$ cat src/design/thumb_instruction_encoder_unit_assert.svh
// Assertion macros shared by the Thumb encoder RTL.
// Depends on a clock named clk and an active-high reset named rst in the using module.
`ifndef THUMB_INSTRUCTION_ENCODER_UNIT_ASSERT_SVH
`define THUMB_INSTRUCTION_ENCODER_UNIT_ASSERT_SVH

// Same-cycle implication, checked outside reset.
`define TIE_ASSERT_NOW(label, ante, cons) \
  label: assert property (@(posedge clk) disable iff (rst) (ante) |-> (cons)) \
    else $error("tie assertion failed");

// Next-cycle implication, checked outside reset.
`define TIE_ASSERT_NEXT(label, ante, cons) \
  label: assert property (@(posedge clk) disable iff (rst) (ante) |=> (cons)) \
    else $error("tie assertion failed");

`endif

$ cat src/design/tie_pkg.sv
// Package for the Thumb instruction encoder: item types, status codes,
// encoding forms and the per-id template and form tables. No dependencies.
`timescale 1ns / 1ps

package tie_pkg;

  localparam int ID_COUNT = 68;

  typedef enum logic [1:0] {
    STATUS_OK      = 2'd0,
    STATUS_RANGE   = 2'd1,
    STATUS_ALIGN   = 2'd2,
    STATUS_INVALID = 2'd3
  } tie_status_t;

  typedef enum logic [4:0] {
    FORM_ZERO,
    FORM_RDRM,
    FORM_IMM8,
    FORM_RRR,
    FORM_RDIMM8,
    FORM_IMM3,
    FORM_IMM5,
    FORM_RLIST,
    FORM_LDSTM,
    FORM_IMM5S4,
    FORM_IMM5S2,
    FORM_IMM8S4,
    FORM_HIREG,
    FORM_SP7,
    FORM_B1,
    FORM_B2,
    FORM_BL,
    FORM_BLX,
    FORM_BAD,
    FORM_RMHI
  } tie_form_t;

  typedef struct packed {
    logic [6:0]  cmd;
    logic [3:0]  reg_a;
    logic [3:0]  reg_b;
    logic [2:0]  reg_c;
    logic [31:0] imm_or_target;
    logic [15:0] reg_mask;
    logic [3:0]  cond_code;
    logic [31:0] pc_value;
  } tie_in_t;

  typedef struct packed {
    logic [31:0] code;
    logic        is_pair;
    logic [1:0]  status;
  } tie_out_t;

  // Halfword templates of the long branch pair: the high-offset prefix and the BL and BLX1 suffixes.
  localparam logic [15:0] BL_HI_TMPL  = 16'hF000;
  localparam logic [15:0] BL_LO_TMPL  = 16'hF800;
  localparam logic [15:0] BLX_LO_TMPL = 16'hE800;

  // Branch offset limits, in bytes from PC+4.
  localparam logic signed [31:0] B1_MIN = -32'sd256;
  localparam logic signed [31:0] B1_MAX = 32'sd254;
  localparam logic signed [31:0] B2_MIN = -32'sd2048;
  localparam logic signed [31:0] B2_MAX = 32'sd2046;
  localparam logic signed [31:0] BL_MIN = -32'sd4194304;
  localparam logic signed [31:0] BL_MAX = 32'sd4194302;

  localparam logic [31:0] PC_AHEAD = 32'd4;

  localparam logic [15:0] TMPL_TABLE [ID_COUNT] = '{
    16'h0000, 16'h0000, 16'h0000, 16'h4140, 16'h4180, 16'h4340, 16'h4000, 16'h4100,
    16'h4380, 16'h4040, 16'h4080, 16'h40C0, 16'h4240, 16'h4300, 16'h41C0, 16'h4200,
    16'h42C0, 16'h4280, 16'h1C00, 16'h43C0, 16'hBE00, 16'hDF00, 16'h5800, 16'h5C00,
    16'h5A00, 16'h5600, 16'h5E00, 16'h5000, 16'h5400, 16'h5200, 16'h2000, 16'h2800,
    16'h3000, 16'h3800, 16'h1C00, 16'h1E00, 16'h1000, 16'h0000, 16'h0800, 16'hBC00,
    16'hB400, 16'h1800, 16'h1A00, 16'hC800, 16'hC000, 16'h6800, 16'h6000, 16'h7800,
    16'h7000, 16'h8800, 16'h8000, 16'h9800, 16'h9000, 16'h4800, 16'h4500, 16'h4400,
    16'h4600, 16'hA000, 16'hA800, 16'hB000, 16'hB080, 16'hD000, 16'hE000, 16'hF800,
    16'hE800, 16'h0000, 16'h4780, 16'h4700
  };

  localparam tie_form_t FORM_TABLE [ID_COUNT] = '{
    FORM_ZERO, FORM_ZERO, FORM_ZERO, FORM_RDRM, FORM_RDRM, FORM_RDRM, FORM_RDRM,
    FORM_RDRM, FORM_RDRM, FORM_RDRM, FORM_RDRM, FORM_RDRM, FORM_RDRM, FORM_RDRM,
    FORM_RDRM, FORM_RDRM, FORM_RDRM, FORM_RDRM, FORM_RDRM, FORM_RDRM, FORM_IMM8,
    FORM_IMM8, FORM_RRR, FORM_RRR, FORM_RRR, FORM_RRR, FORM_RRR, FORM_RRR,
    FORM_RRR, FORM_RRR, FORM_RDIMM8, FORM_RDIMM8, FORM_RDIMM8, FORM_RDIMM8,
    FORM_IMM3, FORM_IMM3, FORM_IMM5, FORM_IMM5, FORM_IMM5, FORM_RLIST,
    FORM_RLIST, FORM_RRR, FORM_RRR, FORM_LDSTM, FORM_LDSTM, FORM_IMM5S4,
    FORM_IMM5S4, FORM_IMM5, FORM_IMM5, FORM_IMM5S2, FORM_IMM5S2, FORM_IMM8S4,
    FORM_IMM8S4, FORM_IMM8S4, FORM_HIREG, FORM_HIREG, FORM_HIREG, FORM_IMM8S4,
    FORM_IMM8S4, FORM_SP7, FORM_SP7, FORM_B1, FORM_B2, FORM_BL,
    FORM_BLX, FORM_BAD, FORM_RMHI, FORM_RMHI
  };

endpackage

$ cat src/design/tie_encode.sv
// Combinational Thumb encoder: one decoded instruction in, one encoding out.
// Depends on tie_pkg for item types, tables and status codes.
`timescale 1ns / 1ps

module tie_encode (
  input  tie_pkg::tie_in_t  item,
  output tie_pkg::tie_out_t result
);
  import tie_pkg::*;

  logic              id_ok;
  tie_form_t         form;
  logic [15:0]       tmpl;
  logic [31:0]       base;
  logic [31:0]       target;
  logic [31:0]       off;
  logic signed [31:0] soff;
  logic [10:0]       b2_half;
  logic [2:0]        ra;
  logic [2:0]        rb;
  logic [15:0]       half_code;

  assign id_ok = item.cmd < 7'(ID_COUNT);
  assign form  = id_ok ? FORM_TABLE[item.cmd] : FORM_BAD;
  assign tmpl  = id_ok ? TMPL_TABLE[item.cmd] : 16'h0000;
  assign ra    = item.reg_a[2:0];
  assign rb    = item.reg_b[2:0];

  // BLX1 lands on a word boundary: bit 1 follows PC+4.
  assign base   = item.pc_value + PC_AHEAD;
  assign target = (form == FORM_BLX)
                ? {item.imm_or_target[31:2], base[1], item.imm_or_target[0]}
                : item.imm_or_target;
  assign off    = target - base;
  assign soff   = $signed(off);

  // Halving rounds toward zero: negative odd offsets move up by one.
  assign b2_half = off[11:1] + {10'd0, off[31] & off[0]};

  always_comb begin
    half_code      = 16'h0000;
    result.code    = 32'd0;
    result.is_pair = 1'b0;
    result.status  = STATUS_OK;
    unique case (form)
      FORM_RDRM:   half_code = tmpl | {10'd0, rb, ra};
      FORM_IMM8:   half_code = tmpl | {8'd0, item.imm_or_target[7:0]};
      FORM_RRR:    half_code = tmpl | {7'd0, item.reg_c, rb, ra};
      FORM_RDIMM8: half_code = tmpl | {5'd0, ra, item.imm_or_target[7:0]};
      FORM_IMM3:   half_code = tmpl | {7'd0, item.imm_or_target[2:0], rb, ra};
      FORM_IMM5:   half_code = tmpl | {5'd0, item.imm_or_target[4:0], rb, ra};
      FORM_IMM5S4: half_code = tmpl | {5'd0, item.imm_or_target[6:2], rb, ra};
      FORM_IMM5S2: half_code = tmpl | {5'd0, item.imm_or_target[5:1], rb, ra};
      FORM_RLIST:  half_code = tmpl | {7'd0, item.reg_mask[15], item.reg_mask[7:0]};
      FORM_LDSTM:  half_code = tmpl | {5'd0, ra, item.reg_mask[7:0]};
      FORM_IMM8S4: half_code = tmpl | {5'd0, ra, item.imm_or_target[9:2]};
      FORM_SP7:    half_code = tmpl | {9'd0, item.imm_or_target[8:2]};
      FORM_HIREG:  half_code = tmpl | {8'd0, item.reg_a[3], item.reg_b[3], rb, ra};
      FORM_RMHI:   half_code = tmpl | {9'd0, item.reg_a, 3'd0};
      FORM_B1: begin
        half_code = tmpl | {4'd0, item.cond_code, off[8:1]};
        if (soff < B1_MIN || soff > B1_MAX) begin
          result.status = STATUS_RANGE;
        end else if (off[0]) begin
          result.status = STATUS_ALIGN;
        end
      end
      FORM_B2: begin
        half_code = tmpl | {5'd0, b2_half};
        if (off[0]) begin
          result.status = STATUS_ALIGN;
        end else if (soff < B2_MIN || soff > B2_MAX) begin
          result.status = STATUS_RANGE;
        end
      end
      FORM_BL, FORM_BLX: begin
        if (soff < BL_MIN || soff > BL_MAX) begin
          result.status = STATUS_RANGE;
        end else if (off[0]) begin
          result.status = STATUS_ALIGN;
        end
        result.is_pair = 1'b1;
      end
      FORM_BAD:    result.status = STATUS_INVALID;
      FORM_ZERO:   half_code = 16'h0000;
      default:     half_code = 16'h0000;
    endcase

    if (form == FORM_BL || form == FORM_BLX) begin
      result.code = {BL_HI_TMPL | {5'd0, off[22:12]},
                     ((form == FORM_BL) ? BL_LO_TMPL : BLX_LO_TMPL) | {5'd0, off[11:1]}};
    end else begin
      result.code = {16'd0, half_code};
    end
  end

endmodule

$ cat src/design/thumb_instruction_encoder_unit.sv
// Top level of the Thumb instruction encoder: input register, encoder, result register.
// Depends on tie_pkg, tie_encode and thumb_instruction_encoder_unit_assert.svh.
`timescale 1ns / 1ps
`include "thumb_instruction_encoder_unit_assert.svh"

// Encodes one decoded instruction per clock, while the output is not stalled,
// into its 16-bit Thumb form, or the 32-bit BL/BLX1 pair (first halfword in
// the upper half, is_pair set). Each item is captured in an input register,
// encoded by a single combinational pass (table lookup, field packing and one
// 32-bit offset subtract with its range compares), and lands in a result
// register, where enc_valid rises; throughput one item per cycle while
// enc_stall is low. A stalled result
// holds in the result register while one more item can still be taken into
// the input register; only when both are full does instr_stall rise. Status
// reports offset range or alignment faults for branches (the encoding is still
// produced from the cut offset) and an invalid id for the prefix id and ids
// beyond the table. No configuration and no state beyond the pipeline.
module thumb_instruction_encoder_unit (
  input  logic              clk,
  input  logic              rst,
  input  logic              instr_valid,
  output logic              instr_stall,
  input  tie_pkg::tie_in_t  instr,
  output logic              enc_valid,
  input  logic              enc_stall,
  output tie_pkg::tie_out_t enc
);
  import tie_pkg::*;

  tie_in_t  stage;        // captured instruction
  logic     stage_valid;
  tie_out_t result;
  logic     out_free;     // result register can take a new item
  logic     accept;

  assign out_free    = !enc_valid || !enc_stall;
  assign instr_stall = stage_valid && !out_free;
  assign accept      = instr_valid && !instr_stall;

  // Input register.
  always_ff @(posedge clk) begin
    if (rst) begin
      stage_valid <= 1'b0;
    end else if (!instr_stall) begin
      stage_valid <= instr_valid;
    end
  end

  always_ff @(posedge clk) begin
    if (accept) begin
      stage <= instr;
    end
  end

  tie_encode u_encode (
    .item   (stage),
    .result (result)
  );

  // Result register.
  always_ff @(posedge clk) begin
    if (rst) begin
      enc_valid <= 1'b0;
    end else if (out_free) begin
      enc_valid <= stage_valid;
    end
  end

  always_ff @(posedge clk) begin
    if (out_free && stage_valid) begin
      enc <= result;
    end
  end

  // An item in the input register moves on when the result side is empty.
  `TIE_ASSERT_NEXT(a_stage_moves, stage_valid && !enc_valid, enc_valid)
  // Input stalls only with both registers holding items.
  `TIE_ASSERT_NOW(a_stall_full, instr_stall, stage_valid && enc_valid)
  // Invalid ids give an empty single encoding.
  `TIE_ASSERT_NOW(a_invalid_empty, enc_valid && enc.status == STATUS_INVALID,
                  enc.code == 32'd0 && !enc.is_pair)
  // A long branch pair always opens with the high-offset prefix.
  `TIE_ASSERT_NOW(a_pair_prefix, enc_valid && enc.is_pair,
                  enc.code[31:27] == BL_HI_TMPL[15:11])

endmodule
$ cat config.mk
export PLATFORM = sky130hd
export DESIGN_NAME = thumb_instruction_encoder_unit
export DESIGN_NICKNAME = d
export VERILOG_FILES = /design/src/design/tie_pkg.sv /design/src/design/tie_encode.sv /design/src/design/thumb_instruction_encoder_unit.sv
export VERILOG_INCLUDE_DIRS = /design/src /design/src/design
export SDC_FILE = /design/constraint.sdc
export NUM_CORES = 1
export LEC_CHECK = 0
export ABC_AREA = 1
export BUFFER_PORTS_ARGS = -buffer_cell sky130_fd_sc_hd__buf_2
export CORE_UTILIZATION = 45
export DETAILED_ROUTE_END_ITERATION = 6
export GPL_ROUTABILITY_DRIVEN = 0
export PLACE_DENSITY = 0.69
export SLEW_MARGIN = 20
export SYNTH_ARGS = -nofsm -noshare
export SYNTH_HDL_FRONTEND = slang
export SYNTH_SLANG_ARGS = --single-unit
$ cat constraint.sdc
create_clock -name clk -period 4.9 [get_ports clk]
set_input_delay 0.245 -clock clk [delete_from_list [all_inputs] [get_ports clk]]
set_output_delay 0.245 -clock clk [all_outputs]
set_load 0.01 [all_outputs]
Word level (Yosys, flattened, before mapping)
Memory sizes are Yosys's and may differ from the RTL's.
Index checks and enable logic that the tools add are counted.
W data, S select, Z words.
{"block": "classes", "addsub": 3, "order_cmp": 8, "eq_ne": 19, "n_mux": 17, "n_bitwise": 19, "n_reduce_logical": 13}
{"cell": "$pmux W16 S16", "count": 1}
{"cell": "$or A16 B11 Y16", "count": 8}
{"cell": "$mux W16", "count": 3}
{"cell": "$or A16 B9 Y16", "count": 3}
{"cell": "$eq A5 B4 Y1 const B", "count": 8}
{"cell": "$add A32 B3 Y32 const B", "count": 1}
{"cell": "$gt A32 B12 Y1 const B", "count": 1}
{"cell": "$gt A32 B23 Y1 const B", "count": 1}
{"cell": "$gt A32 B9 Y1 const B", "count": 1}
{"cell": "$lt A32 B12 Y1 const B", "count": 1}
{"cell": "$lt A32 B23 Y1 const B", "count": 1}
{"cell": "$lt A32 B9 Y1 const B", "count": 1}
{"cell": "$mux W32", "count": 1}
{"cell": "$or A16 B7 Y16", "count": 2}
{"cell": "$or A16 B8 Y16", "count": 2}
{"cell": "$sub A32 B32 Y32", "count": 1}
{"cell": "$eq A5 B3 Y1 const B", "count": 4}
{"cell": "$eq A5 B5 Y1 const B", "count": 4}
{"cell": "$or A16 B12 Y16", "count": 1}
{"cell": "$or A16 B6 Y16", "count": 1}
{"cell": "$mux W5", "count": 3}
{"cell": "$mux W13", "count": 1}
{"cell": "$add A11 B1 Y11", "count": 1}
{"cell": "$eq A5 B2 Y1 const B", "count": 2}
{"cell": "other kinds (12)", "count": 26}
{"block": "word_totals", "regBits": 139, "mem_bits_ro": 2688, "in_bits": 106, "n_memories": 2}
{"memory": "(name not given)", "depth": 128, "word_bits": 16, "read_ports": 1, "rd_clocked_by_memory_dff": 0, "wr": 0, "line": "tie_encode.sv:25", "source": "assign tmpl = id_ok ? TMPL_TABLE[item.cmd] : 16'h0000;"}
{"memory": "(name not given)", "depth": 128, "word_bits": 5, "read_ports": 1, "rd_clocked_by_memory_dff": 0, "wr": 0, "line": "tie_encode.sv:24", "source": "assign form = id_ok ? FORM_TABLE[item.cmd] : FORM_BAD;"}

Longest topological paths before layout
Gate-level depths: netlist of run 1.
{"block": "depth", "ltp_word": 13, "ltp_mapped": 46}

Modules after synthesis
A second synthesis of run 1 with hierarchy kept.
{"block": "unflattened", "hier_cells": 1446, "hier_area_um2": 10443.8}
{"mod": "tie_encode", "n_inst": 1, "cells_each": 1297, "area_each_um2": 6238.5}
{"mod": "thumb_instruction_encoder_unit", "n_inst": 1, "cells_each": 149, "area_each_um2": 4205.3}

Worst setup path after synthesis of run 1
No wires, ideal clock.
{"block": "synth_path", "kind": "register to register", "startpoint": "register stage[96] (netlist name)", "endpoint": "register enc[11] (netlist name), data pin", "t_arrival_ns": 4.519, "required_ns": 4.648, "setup_slack_ns": 0.129, "stages_incl_launch_ff": 42, "path_cell_list": "edfxtp_1 -> inv_1 -> ha_1 -> inv_1 -> o21ai_0 -> nand2_1 -> nand4_1 -> nand2_2 -> nor2_1 -> nand2_1 -> inv_1 -> nand2_1 -> nand2_1 -> o21a_1 -> inv_1 -> ha_1 -> nand3_1 -> nand2_1 -> (+6 left out) -> nand2_1 -> nand2_1 -> nor2_1 -> ha_1 -> ha_1 -> nand2_1 -> nor2_1 -> nand3_1 -> nor2_1 -> nand3_1 -> nand3_1 -> nand2_1 -> nor2_1 -> nand3_1 -> nand2_1 -> nand2_1 -> nand2_1 -> nand2_1"}
{"item": "from (decl)", "line": "thumb_instruction_encoder_unit.sv:30", "source": "tie_in_t stage;"}
{"item": "from (signal assigned)", "line": "thumb_instruction_encoder_unit.sv:51", "source": "stage <= instr;"}
{"item": "to (signal assigned)", "line": "thumb_instruction_encoder_unit.sv:71", "source": "enc <= result;"}
{"item": "to (decl)", "line": "thumb_instruction_encoder_unit.sv:26", "source": "output tie_pkg::tie_out_t enc"}

==> results.cfg, run 1 <==
[die]
start_util_pct = 45.8
die_h_um = 151
num_io_pins = 143
coreArea_mm2 = 0.0218
rows = 54
dieArea_mm2 = 0.0228
die_w_um = 151

[clock_tree]
cts_buffer_depth = 2
insertion_delay_ns = 0.44
cts_root_buf = clkbuf_16
clock_sinks = 127
cts.clk_slew.worst_paths_ns = 0.06
cts_max_level = 4
cts_tree = yes
cts_buffers = 17

[placed_design]
placed_cell_area_mm2 = 0.0118
io_buffers = 134
hpwl_um = 23100

[synth]
synth-compound-area-share_pct = 9.38
synth_seq_cells = 127
synthTopCellsByArea = edfxtp_1 38%, nand2_1 17%, inv_1 8.0%
yosys.area_share.simple_pct = 34.7
synth_mux_area_share_pct = 0
yosys.area.top_type = edfxtp_1
synth_edf_count = 125
ys_warn_count = 0
syn-mean-instance-area_um2 = 7.13
synth_flop_cell = edfxtp_1
synth-async-reset-ratio_pct = 0
netlist-cell-type-count = 54
seq_area_frac_synth_pct = 38.0
synth_nets = 1551
synthesis.area_mm2 = 0.00999
synth_fa_ha_area_share_pct = 5.46
syn_inst = 1402
synth_top_family_by_area = simple AND/OR/NAND/NOR gates
synth_top_area_share_pct = 37.6
synthXorXnorAreaFrac_pct = 2.37

[finish]
final_cell_mix = 425 x nand2_1, 207 x inv_1, 134 x buf_2
drive_above_1_share_pct = 24.7
final_common_cell = nand2_1
multiInputGateArea_mm2 = 0.00554
nFillCells = 1901
fin_area_mm2 = 0.0139
antennaDiodeCount = 0
synthToLayoutAreaGrowth_pct = 39.3
regArea_mm2 = 0.00379
layout.nets = 1915

[critical_path]
start_kind = flop
cp.required_ns = 5.09
end_kind = flop
r2r_slack_ns = -0.06
path_delay_family = simple AND/OR/NAND/NOR gates
cp.arrival_ns = 5.15
slowest_delay_ns = 0.36
worstSetupPathType = flop to flop
cp_common_cell = nand2_1
cp.buffers_inverters = 7
path_max_fanout = 5
slowest_stage = edfxtp_1

[timing]
tightest_slew_ns = 0.847
finalHoldViolCount = 0
timing.final.ws_setup_ns = -0.0552
fin_crit_ns = 4.96
final-setup-viol-count = 2
rsz0062_at_grt = yes
fin_tns_setup_ns = -0.0982
fin_crit_sh_pct = 101
clock_skew_ns = 0.0108
maxSlewHeadroom_pct = 43.5
max_freq_mhz = 202
drv_slew = 0

[detailed_routing]
ant_nets = 0
drc = 0
drt-total-wl_um = 31500
first_pass_iters = 6
viasPerCell = 5.28
vias = 10900
drt_iter0_markers = 867
routedWlPerCell_um = 15.3

[grt]
grt_pass1_vias = 9908
grt_antenna_before_repair = 0
grt_pass1_wl_um = 48400
gr-usage-all-layers_pct = 27.5
grt_max_degree = 52
grt_remaining_overflow = 0

[power]
powerDensity_mw_per_mm2 = 275
vdd_drop_max_v = 0.000267
power_leakage_uw = 0.00668

[outcome]
status = complete, but fails checks
violations = setup timing

[flow_run]
maxCapViolCount = 0

[hold_path]
hp-class = primary input to flop
==> where the power goes <==
group | internal [µW] | total, µW | leakage (µW) | switching, µW
clock | 903 | 1420 | 0.000310 | 513
sequential | 1280 | 1320 | 0.00124 | 45.2
combinational | 430 | 1080 | 0.00513 | 652
==> state kept, by name, summed over array words and instances, names as in the netlist <==
signal and flops:
enc 30, stage_valid 1, enc_valid 1, stage 95
==> final cells by class <==
type | instances | share of cell area (%)
Clock inverter | 14 | 1.54
Inverter | 236 | 6.41
Clock buffer | 18 | 3.08
Sequential cell | 127 | 27.2
Timing Repair Buffer | 364 | 19.4
Tap cell | 280 | 2.52
Multi-Input combinational cell | 1020 | 39.8
==> metal layers <==
layer	global-route usage [%]	share of wire [%]	vias to the layer above
li1	-	-	5301
met1	36.7	42	4942
met5	0	0	-
met2	44.5	47	529
met4	9.35	2.7	0
met3	5.12	8.7	101
==> path summary, 6_finish.rpt <==
check / start / end / depth (start not counted)
worst max register to register: stage[2] / enc[11] / 44
worst max-delay path: stage[2] / enc[11] / 44
worst min register to register: stage_valid / enc_valid / 2
worst min-delay path: instr[35] / stage[35] / 1
==> per-stage QoR <==
step	worst slack [ns]	utilization, %	cells	power [µW]	hold WS, ns
after CTS	0.000902	61.8	2039	3740	0.000294
after detailed placement	-0.203	53.9	1909	2260	0.423
after global routing	-0.474	63.8	2059	3990	0.00961
final	-0.0552	63.8	2059	3820	0.0117
after global placement	-0.0423	53.9	1909	2250	0.417
after floorplan	0.129	-	1402	1930	0.314
==> worst reg2reg max path, delay by kind of cell (launching register included) <==
kind	cells	cell delay (ns)
compound gates	2	0.23
simple gates	31	2.68
fa+ha+maj	4	0.91
flops	1	0.36
buf+inv	7	0.56
==> cells by family after synthesis <==
family | count (synthesis)
DFF | 127
other | 1
adders and majority gates | 43
buffers and inverters | 255
and+or+nand+nor | 791
xor gates and xnor gates | 27
AOI/OAI and AO/OA | 158
==> synth_stat cells (all sizes together) (8+ instances only) <==
cell type / count
nand2: 456
inv: 236
nor2: 156
edfxtp: 125
nand3: 108
a21oi: 57
o21ai: 51
ha: 42
nand4: 28
nor3: 20
xor2: 17
buf: 13
o211ai: 11
xnor2: 10
and2: 8
nand3b: 8
==> what timing repair did <==
| item | 4_1_cts | 5_1_grt |
|---|---|---|
| resized for setup | 27 | 64 |
| endpoints found under the setup margin | 4 | 12 |
| pin swaps | 13 | 34 |
| hold endpoints to repair | 92 | 3 |
| hold buffers | 91 | 3 |
| setup buffers | 7 | 16 |
(Power assumes the default switching activity.)
==> inputs of run 2 (changes only) <==
- ABC_AREA: 1 -> unset
==> run 2 against run 1 <==
The flow finishes with violations (DRC, setup timing). Setup slack worse by 0.24 ns. Non-clock buffer count is 28 higher. Fmax is 4.7% lower. Largest power group is now registers. Sequential share of layout area is 1.4 points higher. Critical path depth is 19 lower. Flip-flop and latch count stayed put. Critical path type unchanged. Utilization is 1.5 points higher. Count of clock-buffer cells in the layout is 1 lower. Worst hold slack better by 0.044 ns. Register-to-register slack worse by 0.24 ns.
==> results.cfg, run 2 <==
[die]
dieArea_mm2 = 0.0213
coreArea_mm2 = 0.0203
die_w_um = 146
die_h_um = 146
num_io_pins = 143
start_util_pct = 46.0
rows = 52

[synth]
syn_inst = 983
synthTopCellsByArea = edfxtp_1 40%, ha_1 5.6%, nand2_1 3.9%
netlist-cell-type-count = 94
synth_seq_cells = 127
synth_flop_cell = edfxtp_1
synth_edf_count = 125
synth_nets = 1132
ys_warn_count = 0
synthesis.area_mm2 = 0.00933
synth-async-reset-ratio_pct = 0
ys_top_cells_by_count = 125 x edfxtp_1, 98 x nand2_1, 78 x nor2_1, 60 x a21oi_1, 46 x o21ai_0
yosysMostFrequentCell = edfxtp_1
seq_area_frac_synth_pct = 40.7
syn-mean-instance-area_um2 = 9.49
yosys.area.top_type = edfxtp_1
synth_top_area_share_pct = 40.2

[critical_path]
cp.required_ns = 5.08
r2r_cells = 25
r2r-start = stage[96]
worstSetupPathType = flop to flop
cp.arrival_ns = 5.38
r2r-end = enc[0]
path_max_fanout = 7
r2r_slack_ns = -0.30
start_kind = flop
end_kind = flop

[finish]
drive_above_1_share_pct = 30.7
final_common_cell = buf_4
layout.nets = 1493
antennaDiodeCount = 0
final_cell_mix = 154 x buf_4, 134 x buf_2, 125 x edfxtp_1
reg.largest.list = stage: 95 flops, enc: 30 flops
synthToLayoutAreaGrowth_pct = 42.1
largest-register = stage
final_util_pct = 65.3
largest_reg_flops = 95

[hold_path]
hold_start = instr_valid
min_path_cells = 3
holdPathEnd = stage_valid
hp-class = primary input to flop

[clock_tree]
insertion_delay_ns = 0.43
cts.clk_slew.worst_paths_ns = 0.06
clock_sinks = 127
cts_tree = yes
cts_root_buf = clkbuf_16
cts_buffer_depth = 2
cts_max_level = 4
cts_buffers = 17

[outcome]
status = complete, but fails checks
violations = DRC, setup timing

[detailed_routing]
drt-total-wl_um = 28400
vias = 9469
first_pass_iters = 7
viasPerCell = 5.82
ant_nets = 0
routedWlPerCell_um = 17.5
drc = 1
drt_iter0_markers = 904

[flow_run]
maxCapViolCount = 0

[grt]
gr-usage-all-layers_pct = 26.5
grt_antenna_before_repair = 0
grt_pass1_vias = 8915
grt_max_degree = 54
grt_pass1_wl_um = 44800
grt_remaining_overflow = 0

[placed_design]
hpwl_um = 20500
io_buffers = 134

[timing]
finalHoldViolCount = 0
fin_crit_sh_pct = 106
clock_skew_ns = 0.0110
holdWs_ns = 0.0559
drv_slew = 0
fin_tns_setup_ns = -0.937
max_freq_mhz = 192
rsz0062_at_grt = yes
timing.final.ws_setup_ns = -0.300
maxSlewHeadroom_pct = 44.9
final-setup-viol-count = 7
tightest_slew_ns = 0.818
fin_crit_ns = 5.20

[power]
powerDensity_mw_per_mm2 = 280
power_leakage_uw = 0.00533
vdd_drop_max_v = 0.000232
[run 2: cell count changes in the layout (fill, tap and decap cells not counted), sizes merged, moves of 16 or more]
cell	delta
nand3	-71
nand2	-358
nor3	+16
inv	-203
buf	+26
nor2	-78
[run 2: timing repair]
item,CTS,global route
hold buffers,95,1
endpoints found under the hold margin,96,1
gates resized for setup,25,25
pin swaps,16,42
buffers inserted,4,6
endpoints found under the setup margin,7,11
[run 2: stage by stage]
step | cell area (µm²) | std cells | setup slack (ns) | power [µW]
finish | 13300 | 1627 | -0.300 | 3720
global route | 13300 | 1627 | -0.452 | 3870
CTS | 13100 | 1620 | -0.0868 | 3670
detailed placement | 11400 | 1490 | -0.336 | 2360
global placement | 11400 | 1490 | -0.209 | 2350
floorplan | 9510 | 983 | -0.282 | 1960
[run 2: how the worst max path moves through the flow]
stage,slack (ns),startpoint,end
detailed placement,-0.34,stage[96],enc[0]
global route,-0.45,stage[96],enc[10]
global placement,-0.21,stage[96],enc[0]
CTS,-0.09,stage[96],enc[10]
floorplan,-0.28,stage[96],enc[10]
finish,-0.30,stage[96],enc[0]
[run 2: routing by layer]
metal | vias up | track usage, % | wire (µm)
met5 | - | 0 | 0
met3 | 69 | 4.80 | 2190
met2 | 435 | 43.3 | 13300
met1 | 4436 | 35.3 | 12300
met4 | 0 | 9.32 | 648
li1 | 4529 | - | -
[run 2: where the power goes]
| part | switching (µW) | internal, µW | total [µW] |
|---|---|---|---|
| Sequential | 47.3 | 1280 | 1320 |
| Combinational | 619 | 528 | 1150 |
| Clock | 533 | 712 | 1240 |
| Total | 1200 | 2520 | 3720 |
[run 2: layout make-up]
type,instances,area [µm²]
inverters,25,98.8
clock buffers,17,425
clock inverters,15,146
multi-input cells,781,5570
well taps,270,338
repair buffers,392,2890
flip-flops and latches,127,3790
fillers,1612,7040
[run 2: critical path, cell delays in order (launching register included)]
cell      delay, ns
edfxtp_1       0.39
buf_6          0.15
inv_6          0.04
ha_4           0.29
and3_4         0.18
a211oi_2       0.04
a311oi_2       0.32
nor3_2         0.09
nor2_2         0.13
nand2_2        0.09
inv_2          0.09
nand2_4        0.07
nand2_2        0.08
o21ai_2        0.06
ha_1           0.28
nor2b_4        0.13
buf_6          0.12
o31ai_4        0.29
a21oi_4        0.12
or4_1          0.51
nand4_1        0.14
nand2_1        0.07
or4_4          0.59
nor4bb_4       0.29
o31ai_1        0.12
a211o_1        0.25
[run 2: cells by family (layout without fill, tap and decap cells)]
group           count (synthesis)  after routing  synth area share (%)
simple gates                  377            377                  20.9
flops                         127            127                  40.7
xor+xnor                       53             53                  4.98
mux                            15             15                  2.15
other cells                     1              1                0.0402
compound gates                291            291                  21.7
buf+inv                        75            449                  3.59
fa+ha+maj                      44             44                  5.96
